[src/rtl/core/jed_pkg.sv]
`timescale 1ns / 1ps
`default_nettype none

package jed_pkg;

   typedef enum logic [2:0] {
      PH_IDLE = 3'd0,
      PH_HEX  = 3'd1,
      PH_LOW  = 3'd2
   } phase_type;

   typedef enum logic [2:0] {
      ST_OK           = 3'd0,
      ST_INCOMPLETE   = 3'd1,
      ST_BAD_CHAR     = 3'd2,
      ST_INCOMPLETE_U = 3'd3,
      ST_BAD_HEX      = 3'd4,
      ST_NO_LOW       = 3'd5,
      ST_BAD_LOW      = 3'd6,
      ST_NO_HIGH      = 3'd7
   } status_type;

   localparam logic [7:0] CH_QUOTE  = 8'h22;
   localparam logic [7:0] CH_BSLASH = 8'h5C;
   localparam logic [7:0] CH_SLASH  = 8'h2F;
   localparam logic [7:0] CH_B      = 8'h62;
   localparam logic [7:0] CH_F      = 8'h66;
   localparam logic [7:0] CH_N      = 8'h6E;
   localparam logic [7:0] CH_R      = 8'h72;
   localparam logic [7:0] CH_T      = 8'h74;
   localparam logic [7:0] CH_U      = 8'h75;

   localparam logic [5:0] HIGH_SURR_TAG = 6'b110110;
   localparam logic [5:0] LOW_SURR_TAG  = 6'b110111;

   typedef struct packed {
      phase_type   phase;
      logic [2:0]  byte_count;
      logic [15:0] high_value;
      logic [15:0] low_value;
      logic [2:0]  bad_hex_pos;
      logic        no_low_seen;
   } state_type;

   typedef struct packed {
      logic [20:0] code_point;
      status_type  status;
      logic [3:0]  consumed;
   } result_type;

   // bit 4 set: not a hex digit
   function automatic logic [4:0] hex_val(input logic [7:0] c);
      logic [4:0] v;
      if (c >= 8'h30 && c <= 8'h39)      v = {1'b0, c[3:0]};
      else if ((c >= 8'h61 && c <= 8'h66) || (c >= 8'h41 && c <= 8'h46))
         v = {1'b0, c[3:0] + 4'd9};
      else                               v = 5'h10;
      return v;
   endfunction

endpackage

`default_nettype wire

[src/rtl/core/jed_if.sv]
`timescale 1ns / 1ps
`default_nettype none

interface jed_req_if;
   logic       valid;
   logic       ready;
   logic [7:0] data_byte;
   logic       at_end;

   modport source (output valid, output data_byte, output at_end, input ready);
   modport sink   (input valid, input data_byte, input at_end, output ready);
endinterface

interface jed_rsp_if;
   logic        valid;
   logic        ready;
   logic [20:0] code_point;
   logic [2:0]  status;
   logic [3:0]  consumed;

   modport source (output valid, output code_point, output status, output consumed,
                   input ready);
   modport sink   (input valid, input code_point, input status, input consumed,
                   output ready);
endinterface

`default_nettype wire

[src/rtl/core/jed_step.sv]
`timescale 1ns / 1ps
`default_nettype none

module jed_step (
   input  jed_pkg::state_type  cur,
   input  logic [7:0]          data_byte,
   input  logic                at_end,
   output jed_pkg::state_type  nxt,
   output logic                emit,
   output jed_pkg::result_type res
);

   logic [4:0]  hv;
   logic        bad;
   logic [2:0]  cnt;
   logic [2:0]  pos;
   logic [15:0] high_nxt;
   logic [15:0] low_nxt;
   logic        nolow;
   logic [20:0] joined;

   assign hv  = jed_pkg::hex_val(data_byte);
   assign bad = hv[4];
   assign cnt = cur.byte_count + 3'd1;
   assign high_nxt = bad ? cur.high_value : {cur.high_value[11:0], hv[3:0]};
   assign low_nxt  = bad ? cur.low_value  : {cur.low_value[11:0], hv[3:0]};
   assign joined = 21'h10000 + {1'b0, cur.high_value[9:0], low_nxt[9:0]};

   always_comb begin
      nxt  = cur;
      emit = 1'b0;
      res  = '{code_point: '0, status: jed_pkg::ST_OK, consumed: '0};
      pos  = cur.bad_hex_pos;
      nolow = cur.no_low_seen;
      unique case (cur.phase)
         jed_pkg::PH_HEX: begin
            if (at_end) begin
               emit = 1'b1;
               res.status = jed_pkg::ST_INCOMPLETE_U;
               res.consumed = 4'd1;
            end else begin
               if (bad && cur.bad_hex_pos == 3'd0) pos = cnt;
               nxt.byte_count = cnt;
               nxt.bad_hex_pos = pos;
               nxt.high_value = high_nxt;
               if (cnt == 3'd4) begin
                  if (pos != 3'd0) begin
                     emit = 1'b1;
                     res.status = jed_pkg::ST_BAD_HEX;
                     res.consumed = 4'd1 + {1'b0, pos};
                  end else if (high_nxt[15:10] == jed_pkg::HIGH_SURR_TAG) begin
                     nxt.phase = jed_pkg::PH_LOW;
                     nxt.byte_count = '0;
                     nxt.bad_hex_pos = '0;
                     nxt.no_low_seen = 1'b0;
                     nxt.low_value = '0;
                  end else if (high_nxt[15:10] == jed_pkg::LOW_SURR_TAG) begin
                     emit = 1'b1;
                     res.status = jed_pkg::ST_NO_HIGH;
                     res.consumed = 4'd5;
                  end else begin
                     emit = 1'b1;
                     res.code_point = {5'd0, high_nxt};
                     res.consumed = 4'd5;
                  end
               end
            end
         end
         jed_pkg::PH_LOW: begin
            if (at_end) begin
               emit = 1'b1;
               res.status = jed_pkg::ST_NO_LOW;
               res.consumed = 4'd5;
            end else begin
               nxt.byte_count = cnt;
               if (cnt == 3'd1) begin
                  if (data_byte != jed_pkg::CH_BSLASH) nolow = 1'b1;
               end else if (cnt == 3'd2) begin
                  if (data_byte != jed_pkg::CH_U) nolow = 1'b1;
               end else begin
                  if (bad && cur.bad_hex_pos == 3'd0) pos = cnt - 3'd2;
                  nxt.low_value = low_nxt;
               end
               nxt.no_low_seen = nolow;
               nxt.bad_hex_pos = pos;
               if (cnt == 3'd6) begin
                  emit = 1'b1;
                  if (nolow) begin
                     res.status = jed_pkg::ST_NO_LOW;
                     res.consumed = 4'd5;
                  end else if (pos != 3'd0) begin
                     res.status = jed_pkg::ST_BAD_HEX;
                     res.consumed = 4'd7 + {1'b0, pos};
                  end else if (low_nxt[15:10] != jed_pkg::LOW_SURR_TAG) begin
                     res.status = jed_pkg::ST_BAD_LOW;
                     res.consumed = 4'd5;
                  end else begin
                     res.code_point = joined;
                     res.consumed = 4'd11;
                  end
               end
            end
         end
         default: begin
            // idle, and unused phase codes
            emit = 1'b1;
            if (at_end) begin
               res.status = jed_pkg::ST_INCOMPLETE;
            end else begin
               res.consumed = 4'd1;
               case (data_byte) inside
                  jed_pkg::CH_QUOTE, jed_pkg::CH_BSLASH, jed_pkg::CH_SLASH:
                     res.code_point = {13'd0, data_byte};
                  jed_pkg::CH_B: res.code_point = 21'h08;
                  jed_pkg::CH_F: res.code_point = 21'h0C;
                  jed_pkg::CH_N: res.code_point = 21'h0A;
                  jed_pkg::CH_R: res.code_point = 21'h0D;
                  jed_pkg::CH_T: res.code_point = 21'h09;
                  jed_pkg::CH_U: begin
                     emit = 1'b0;
                     nxt = '0;
                     nxt.phase = jed_pkg::PH_HEX;
                  end
                  default: res.status = jed_pkg::ST_BAD_CHAR;
               endcase
            end
         end
      endcase
      if (emit) nxt = '0;
   end

endmodule

`default_nettype wire

[src/rtl/core/json_escape_decoder.sv]
// A byte accepted on req_bus is held in the input register; when it advances, any
// result it completes is written to the result register that drives rsp_bus.
// Throughput: one byte per cycle; the only stall is a held result on rsp_bus.
// Reset (synchronous, active high) empties both stages and returns the decoder
// to waiting for an escape character.
`timescale 1ns / 1ps
`default_nettype none

module json_escape_decoder (
   input  wire        clock,
   input  wire        reset,
   jed_req_if.sink    req_bus,
   jed_rsp_if.source  rsp_bus
);

   logic               in_valid_ff, in_valid_in;
   logic [7:0]         in_byte_ff;
   logic               in_end_ff;
   jed_pkg::state_type state_ff, state_in;
   logic               out_valid_ff, out_valid_in;
   jed_pkg::result_type out_ff;
   jed_pkg::result_type step_res;
   logic               step_emit;
   logic               advance;

   assign advance = in_valid_ff && (!out_valid_ff || rsp_bus.ready);
   assign req_bus.ready = !in_valid_ff || advance;

   jed_step u_step (
      .cur       (state_ff),
      .data_byte (in_byte_ff),
      .at_end    (in_end_ff),
      .nxt       (state_in),
      .emit      (step_emit),
      .res       (step_res)
   );

   always_comb begin
      in_valid_in = in_valid_ff;
      if (req_bus.ready) in_valid_in = req_bus.valid;
      out_valid_in = out_valid_ff;
      if (rsp_bus.ready) out_valid_in = 1'b0;
      if (advance && step_emit) out_valid_in = 1'b1;
   end

   always_ff @(posedge clock) begin
      if (reset) begin
         in_valid_ff  <= 1'b0;
         out_valid_ff <= 1'b0;
         state_ff     <= '0;
      end else begin
         in_valid_ff  <= in_valid_in;
         out_valid_ff <= out_valid_in;
         if (advance) state_ff <= state_in;
      end
   end

   always_ff @(posedge clock) begin
      if (req_bus.ready) begin
         in_byte_ff <= req_bus.data_byte;
         in_end_ff  <= req_bus.at_end;
      end
      if (advance && step_emit) out_ff <= step_res;
   end

   assign rsp_bus.valid      = out_valid_ff;
   assign rsp_bus.code_point = out_ff.code_point;
   assign rsp_bus.status     = out_ff.status;
   assign rsp_bus.consumed   = out_ff.consumed;

endmodule

`default_nettype wire

[src/flat_wrapper.sv]
// flat-port wrapper written by rule: the top's interface ports become plain ports
module json_escape_decoder_flat 
  (clock, reset, req_bus_valid, req_bus_data_byte, req_bus_at_end, req_bus_ready, rsp_bus_valid, rsp_bus_code_point, rsp_bus_status, rsp_bus_consumed, rsp_bus_ready);
  jed_req_if req_bus_i ();
  jed_rsp_if rsp_bus_i ();
  input  wire clock;
  input  wire reset;
  input wire logic [$bits(req_bus_i.valid)-1:0] req_bus_valid;
  input wire logic [$bits(req_bus_i.data_byte)-1:0] req_bus_data_byte;
  input wire logic [$bits(req_bus_i.at_end)-1:0] req_bus_at_end;
  output wire logic [$bits(req_bus_i.ready)-1:0] req_bus_ready;
  output wire logic [$bits(rsp_bus_i.valid)-1:0] rsp_bus_valid;
  output wire logic [$bits(rsp_bus_i.code_point)-1:0] rsp_bus_code_point;
  output wire logic [$bits(rsp_bus_i.status)-1:0] rsp_bus_status;
  output wire logic [$bits(rsp_bus_i.consumed)-1:0] rsp_bus_consumed;
  input wire logic [$bits(rsp_bus_i.ready)-1:0] rsp_bus_ready;
  assign req_bus_i.valid = req_bus_valid;
  assign req_bus_i.data_byte = req_bus_data_byte;
  assign req_bus_i.at_end = req_bus_at_end;
  assign req_bus_ready = req_bus_i.ready;
  assign rsp_bus_valid = rsp_bus_i.valid;
  assign rsp_bus_code_point = rsp_bus_i.code_point;
  assign rsp_bus_status = rsp_bus_i.status;
  assign rsp_bus_consumed = rsp_bus_i.consumed;
  assign rsp_bus_i.ready = rsp_bus_ready;
  json_escape_decoder u_core (.clock(clock), .reset(reset), .req_bus(req_bus_i), .rsp_bus(rsp_bus_i));
endmodule
[config.mk]
export PLATFORM = sky130hd
export DESIGN_NAME = json_escape_decoder_flat
export DESIGN_NICKNAME = d
export VERILOG_FILES = /design/src/rtl/core/jed_pkg.sv /design/src/rtl/core/jed_if.sv /design/src/rtl/core/jed_step.sv /design/src/rtl/core/json_escape_decoder.sv /design/src/flat_wrapper.sv
export SDC_FILE = /design/constraint.sdc
export NUM_CORES = 1
export LEC_CHECK = 0
export BUFFER_PORTS_ARGS = -buffer_cell sky130_fd_sc_hd__clkbuf_2
export CELL_PAD_IN_SITES_DETAIL_PLACEMENT = 2
export CELL_PAD_IN_SITES_GLOBAL_PLACEMENT = 2
export CORE_MARGIN = 2
export CORE_UTILIZATION = 30
export DETAILED_ROUTE_END_ITERATION = 12
export PLACE_DENSITY = 0.62
export RECOVER_POWER = 25
export SYNTH_ARGS = -nofsm -noshare
export SYNTH_HDL_FRONTEND = slang
export SYNTH_SLANG_ARGS = --single-unit
export TNS_END_PERCENT = 10
[constraint.sdc]
create_clock -name clock -period 5.98 [get_ports clock]
set_input_delay 0.299 -clock clock [delete_from_list [all_inputs] [get_ports clock]]
set_output_delay 0.299 -clock clock [all_outputs]
set_load 0.05 [all_outputs]
### After elaboration in Yosys (flattened, before gate mapping)

Cells that the tools add are included.

* $add $sub $neg: 6
* $lt $le $gt $ge: 6
* equality and inequality tests: 39
* mux-type cells: 94
* reductions and logical operators: 23

Operator list (count)
* 42-bit 2-to-1 mux: 10
* 21-bit 2-to-1 mux: 7
* 28-bit 2-to-1 mux: 3
* 16-bit 2-to-1 mux: 5
* 20-bit 2-to-1 mux: 4
* 8-bit by 7-bit equality test with 1-bit output (second input constant): 7
* 28-bit case mux with 2 select lines: 1
* 20-bit case mux with 2 select lines: 1
* 7-bit 2-to-1 mux: 5
* 3-bit 2-to-1 mux: 11
* 16-bit case mux with 2 select lines: 1
* 4-bit 2-to-1 mux: 6
* 1-bit 2-to-1 mux: 23
* 17-bit by 20-bit adder with 21-bit output (first input constant): 1
* 4-bit by 1-bit != test with 1-bit output (second input constant): 5
* 6-bit 2-to-1 mux: 3
* 3-bit by 2-bit != test with 1-bit output (second input constant): 6
* 8-bit by 6-bit equality test with 1-bit output (second input constant): 2
* 8-bit by 7-bit greater-or-equal comparator with 1-bit output (second input constant): 2
* 8-bit by 7-bit less-or-equal comparator with 1-bit output (second input constant): 2
* 2-bit 2-to-1 mux: 8
* 8-bit by 7-bit != test with 1-bit output (second input constant): 2
* 3-bit by 1-bit != test with 1-bit output (second input constant): 5
* 14-bit AND reduction: 1
* 31 further kinds: 47

* flip-flop bits (word level): 81
* input bits: 13
* output and inout port bits: 30
* logic and storage cells: 181

### Depth between registers and ports, before layout

* depth after elaboration: 17
* depth in mapped cells: 17
* gate-level depth less buffers: 14

### Cells and area by module

Synthesis repeated with hierarchy kept, for this count alone.

* cells, all modules: 649
* area total of the unflattened synthesis: 5740.5 um^2

By module, submodules not included
* json_escape_decoder: times used 1, cells each 230, area each 3116.7 um^2, sequential area each 1991.9 um^2
* jed_step: times used 1, cells each 419, area each 2623.8 um^2, sequential area each 0.0 um^2

### Least setup slack after synthesis

No wires, ideal clock.

* path kind: register -> register
* start point: register u_core.in_byte_ff[0]
* end point: register u_core.out_ff (netlist bit u_core.rsp_bus.code_point[0]) (enable)
* data arrival time: 4.341 ns
* data required time: 5.566 ns
* path slack: 1.224 ns
* cell stages (with the launch flop): 14
* buffers on the path: 1
* clock period less this slack: 4.756 ns
* cells stage by stage: edfxtp_1 > inv_1 > ha_1 > nor3b_1 > a211oi_4 > nor2_1 > clkbuf_1 > a21oi_1 > ha_1 > nand2b_1 > or4_1 > o211ai_1 > a31o_2 > nor2_1

* cells in the longest elaborated chain, start to end: 15
* elaborated cells between the ends (all ways): 43
* classes of those cells: order compare: 6; eq/ne: 10; mux: 19; reduce/logical: 8

RTL lines
* start, declared: line json_escape_decoder.sv:17 `logic [7:0] in_byte_ff;`
* start signal, assigned: line json_escape_decoder.sv:60 `in_byte_ff <= req_bus.data_byte;`
* 8-bit by 7-bit greater-or-equal comparator with 1-bit output or 8-bit by 7-bit less-or-equal comparator with 1-bit output (tied branches): line jed_pkg.sv:55 `else if ((c >= 8'h61 && c <= 8'h66) || (c >= 8'h41 && c <= 8'h46))`
* 1-bit logical AND: line jed_pkg.sv:55
* 1-bit logical OR: line jed_pkg.sv:55
* 5-bit 2-to-1 mux: line jed_pkg.sv:55
* 5-bit 2-to-1 mux: line jed_pkg.sv:54 `if (c >= 8'h30 && c <= 8'h39) v = {1'b0, c[3:0]};`
* 1-bit logical AND: line jed_step.sv:42 `if (bad && cur.bad_hex_pos == 3'd0) pos = cnt;`
* 3-bit 2-to-1 mux: line jed_step.sv:42
* 3-bit 2-to-1 mux: line jed_step.sv:37 `if (at_end) begin`
* 3-bit 2-to-1 mux: line jed_step.sv:35 `unique case (cur.phase)`
* 3-bit nonzero test: line jed_step.sv:47 `if (pos != 3'd0) begin`
* 1-bit 2-to-1 mux: line jed_step.sv:47
* 1-bit 2-to-1 mux: line jed_step.sv:46 `if (cnt == 3'd4) begin`
* 1-bit 2-to-1 mux: line jed_step.sv:37
* 1-bit case mux with 2 select lines *: line jed_step.sv:35
* 1-bit logical AND *: line json_escape_decoder.sv:63 `if (advance && step_emit) out_ff <= step_res;`
* end signal, assigned: line json_escape_decoder.sv:63
* end, declared: line json_escape_decoder.sv:21 `jed_pkg::result_type out_ff;`

Every way passes the cells marked *; elsewhere a longest branch is shown, timed or not. The select of a mux whose other input is x is not followed.
A chain may end at the register's enable or synchronous reset.

### Worst setup path in the final report

* start point: register u_core.in_byte_ff[3]
* end point: register u_core.state_ff[24] (netlist name)

* cells in the longest elaborated chain, start to end: 16
* elaborated cells between the ends (all ways): 55
* classes of those cells: order compare: 6; eq/ne: 18; mux: 22; reduce/logical: 9

RTL lines
* 8-bit by 7-bit greater-or-equal comparator with 1-bit output or 8-bit by 7-bit less-or-equal comparator with 1-bit output (tied branches): line jed_pkg.sv:55
* 1-bit logical AND: line jed_pkg.sv:55
* 1-bit logical OR: line jed_pkg.sv:55
* 5-bit 2-to-1 mux: line jed_pkg.sv:55
* 5-bit 2-to-1 mux: line jed_pkg.sv:54
* 1-bit logical AND: line jed_step.sv:42
* 3-bit 2-to-1 mux: line jed_step.sv:42
* 3-bit 2-to-1 mux: line jed_step.sv:37
* 3-bit 2-to-1 mux: line jed_step.sv:35
* 3-bit nonzero test: line jed_step.sv:47
* 1-bit 2-to-1 mux: line jed_step.sv:47
* 1-bit 2-to-1 mux: line jed_step.sv:46
* 1-bit 2-to-1 mux: line jed_step.sv:37
* 1-bit case mux with 2 select lines: line jed_step.sv:35
* 3-bit by 2-bit != test with 1-bit output (no line) (tied with other cells)
* 10-bit AND reduction (no line)
* end signal, assigned: line json_escape_decoder.sv:54 `if (advance) state_ff <= state_in;`
* end, declared: line json_escape_decoder.sv:19 `jed_pkg::state_type state_ff, state_in;`

Several ways; a longest one is shown, not always the timed one. The select of a mux whose other input is x is not followed.

==> flow_summary_export.csv <==
group,metric,value,unit
power_and_ir_drop,p_leak,1.85,nW
global_route,grt_usage,0.219,
worst_setup_path,cp-start-kind,"register",
worst_setup_path,cp.arrival,5.20,ns
synth,ys.flop_type,"dfxtp_1",
worst_setup_path,critPathCapture,"u_core.state_ff[24]$_SDFFE_PP0P_",
power_and_ir_drop,seqPwrFrac,0.452,
power_and_ir_drop,ir_drop,0.000165,V
layout,fillerInstances,1785,
worst_setup_path,crit_type,"register to register",
place,dpl.hpwl,13400,um
synth,netlist_instances,523,
detailed_routing,drtAntennaViolNets,0,
detailed_routing,drt_wl_total,18000,um
clock_tree,ctsHoldBuffers,0,
worst_setup_path,cp_max_fo,15,
layout,antenna_cells,0,
layout,final_common_cell,"nor2_1",
synth,syn-num-nets,552,
floorplan,die_x,131,um
layout,multi_input_area,2630,um^2
detailed_routing,drc_errors,0,
power_and_ir_drop,clkPwrFrac,0.449,
power_and_ir_drop,p_switching,0.000355,W
worst_setup_path,rrSetupSlack,1.04,ns
synth,yosysWarnings,0,
run_status,status,"finished, final reports clean",
detailed_routing,wl_per_cell,23.3,um
detailed_routing,drtPass1Iterations,4,
clock_tree,clock_latency,0.36,ns
clock_tree,cts_tree,"yes",
power_and_ir_drop,swShare,0.268,
layout,layout-drive-gt1-share,0.0968,
sta,finalSetupTns,0,ns
layout,area_delta_synth_final,14.1,%
power_and_ir_drop,p_per_area,241,nW/um^2
detailed_routing,vias_per_cell,5.62,
clock_tree,clk_pin_slew,0.07,ns
sta,timing.final.hold_violations,0,
sta,fin_crit,4.94,ns
synth,yosysSeqAreaShare,0.410,
global_route,grt_overflow,0,
synth,synthArstFlopShare,0,
synth,avgSynthCellArea,9.19,um^2
worst_setup_path,cp_data_required_time,6.23,ns
worst_setup_path,rr_startpoint,"u_core.in_byte_ff[3]$_DFFE_PP_",
place,portBuffers,42,
sta,slew-limit-headroom,0.321,
global_route,grt_max_degree,31,
place,routabilityCongestion,0.903,
synth,synth_cell_types,74,
worst_hold_path,min_path_type,"input pin to register",
floorplan,num_io_pins,43,
worst_hold_path,hold_depth,1,
clock_tree,cts_setup_buffers,0,
global_route,grt_pass1_wl,27600,um
global_route,antenna_found_initial,0,
worst_setup_path,r2r.worst_path.cells,11,
layout,nets,582,
synth,synth_edf_count,37,
clock_tree,root_buffer,"clkbuf_16",
layout,final_cell_mix,"48 x nor2_1, 45 x nand2_1, 43 x dfxtp_1, 41 x a21oi_1, 37 x edfxtp_1",
worst_setup_path,critical_path.startpoint,"u_core.in_byte_ff[3]$_DFFE_PP_",
worst_setup_path,path_cells,"or4b_4 > a211oi_4 > nor2_2 > a31oi_1 > ha_1 > nand2b_1 > or4_1 > mux2i_1 > o311a_1 > nand3_1 > o32ai_1",
floorplan,fp.dieH,131,um
floorplan,start_util,0.305,
sta,grt_setup_unrepaired,"no",
floorplan,fp-row-count,46,
run,drv_cap,0,
power_and_ir_drop,comb_power_share,0.098,
clock_tree,numCtsBuffers,9,
sta,skew,0.0135,ns
global_route,grt_pass1_vias,4594,
clock_tree,clk_path_buf_depth,2,
clock_tree,clkSinkCount,80,
clock_tree,htree_num_levels,3,
sta,finalSetupViolations,0,
sta,slew_viol_final,0,
worst_setup_path,endpoint_kind,"register",
synth,syn_area,4800,um^2
sta,period_share,0.827,
detailed_routing,dr_total_vias,4347,
layout,layout.area.seq,1970,um^2
floorplan,core,15800,um^2
floorplan,die_area,17000,um^2
clock_tree,cts-resized-gates,0,
sta,clock.fmax,202,MHz
synth,ys_ff_latch,80,
power_and_ir_drop,intPower,0.000968,W
power_and_ir_drop,power,0.00132,W
worst_setup_path,r2r-end,"u_core.state_ff[24]$_SDFFE_PP0P_",
worst_setup_path,cpMaxStageDelayCell,"o311a_1",
sta,worst-slew-pin-transition,1.02,ns
worst_setup_path,critPathMaxStageDelay,0.64,ns
detailed_routing,drt_iter0_drc,260,
## cell type report
cell class                      instances  share of cell area
Inverter                               24              0.0164
Clock buffer                           10              0.0456
Timing Repair Buffer                   47              0.0386
Clock inverter                          6              0.0116
Multi-Input combinational cell        391               0.479
Tap cell                              216              0.0493
Sequential cell                        80               0.360
## per-layer routing
layer / vias to the layer above / wire [um] / track usage
met5: - / 0 / 0
met4: 0 / 219 / 0.0576
met3: 13 / 444 / 0.0362
met2: 65 / 8750 / 0.362
met1: 2231 / 8590 / 0.298
li1: 2038 / - / -
## through the flow
stage	instance area [um^2]	hold WS [ns]	cells	utilization	worst slack, ns
global route	5480	0.119	774	0.348	0.737
global placement	5200	0.456	758	0.330	1.38
floorplan	4800	0.398	523	-	1.22
finish	5480	0.123	774	0.348	1.04
detailed placement	5200	0.463	758	0.330	1.07
CTS	5520	0.107	774	0.350	1.06
## cell usage after synthesis, drive strengths merged (3+ instances only)
cell type / count / area (um^2)
inv: 24 / 90.1
a211o: 4 / 35.0
and3: 4 / 25.0
o311a: 3 / 30.0
mux2i: 15 / 150
nand4b: 6 / 52.6
nand3: 15 / 75.1
dfxtp: 43 / 861
nor2b: 4 / 25.0
a21o: 6 / 45.0
nor3b: 3 / 22.5
a221oi: 3 / 32.5
nand4: 4 / 25.0
o22ai: 4 / 38.8
buf: 6 / 45.0
nand2b: 6 / 37.5
nor2: 50 / 188
a2bb2oi: 4 / 35.0
o21a: 3 / 22.5
or2: 8 / 50.1
a22o: 10 / 87.6
a221o: 5 / 50.1
a211oi: 10 / 92.6
o211a: 3 / 30.0
xnor2: 4 / 35.0
o41ai: 3 / 26.3
edfxtp: 37 / 1110
or3: 6 / 37.5
o211ai: 5 / 37.5
nand3b: 11 / 82.6
nand2: 45 / 169
clkbuf: 22 / 82.6
a21oi: 44 / 239
o32ai: 10 / 87.6
a31oi: 11 / 68.8
nor3: 11 / 55.1
ha: 16 / 200
o21ai: 18 / 90.1
and2: 6 / 37.5
## worst max-delay path: cells and delay by family (launching register included)
kind	cells	cell delay, ns
AO/OA/AOI/OAI	4	1.99
AND/OR/NAND/NOR	5	1.76
flip-flops	1	0.55
adder cells (fa/ha/maj)	1	0.26
multiplexers	1	0.25
## power by group through the flow
stage	clock network [W]	logic, W	registers (W)
5_1_grt	0.000630	0.000140	0.000600
3_5_place_dp	0	0.000132	0.000610
2_1_floorplan	0	0.0000735	0.000627
4_1_cts	0.000612	0.000133	0.000598
6_report	0.000595	0.000130	0.000598
3_3_place_gp	0	0.000129	0.000610
## sequential cells by signal (all words and copies together), names as in the netlist
register	cells
u_core.rsp_bus.consumed	4
u_core.rsp_bus.status	3
u_core.rsp_bus.valid	1
u_core.in_byte_ff	8
u_core.in_end_ff	1
u_core.state_ff	41
u_core.rsp_bus.code_point	21
u_core.in_valid_ff	1
## cells by family (layout without fill, tap and decap cells)
family,count (synthesis),count (layout),share of synthesized area
AOI/OAI and AO/OA,165,165,0.258
xor gates and xnor gates,5,5,0.00911
adders and majority gates,16,16,0.0417
buffers and inverters,52,87,0.0453
DFF,80,80,0.410
muxes,16,16,0.0336
and+or+nand+nor,189,189,0.202
## how the worst min path moves through the flow
stage,start,endpoint,slack [ns]
after floorplan,req_bus_data_byte[0],u_core.in_byte_ff[0]$_DFFE_PP_,0.40
after global placement,u_core.state_ff[17]$_SDFFE_PP0P_,u_core.state_ff[17]$_SDFFE_PP0P_,0.46
after CTS,req_bus_at_end,u_core.in_end_ff$_DFFE_PP_,0.11
after global routing,req_bus_data_byte[5],u_core.in_byte_ff[5]$_DFFE_PP_,0.12
final,req_bus_data_byte[5],u_core.in_byte_ff[5]$_DFFE_PP_,0.12
after detailed placement,u_core.state_ff[17]$_SDFFE_PP0P_,u_core.state_ff[17]$_SDFFE_PP0P_,0.46
(Power assumes the default switching activity.)
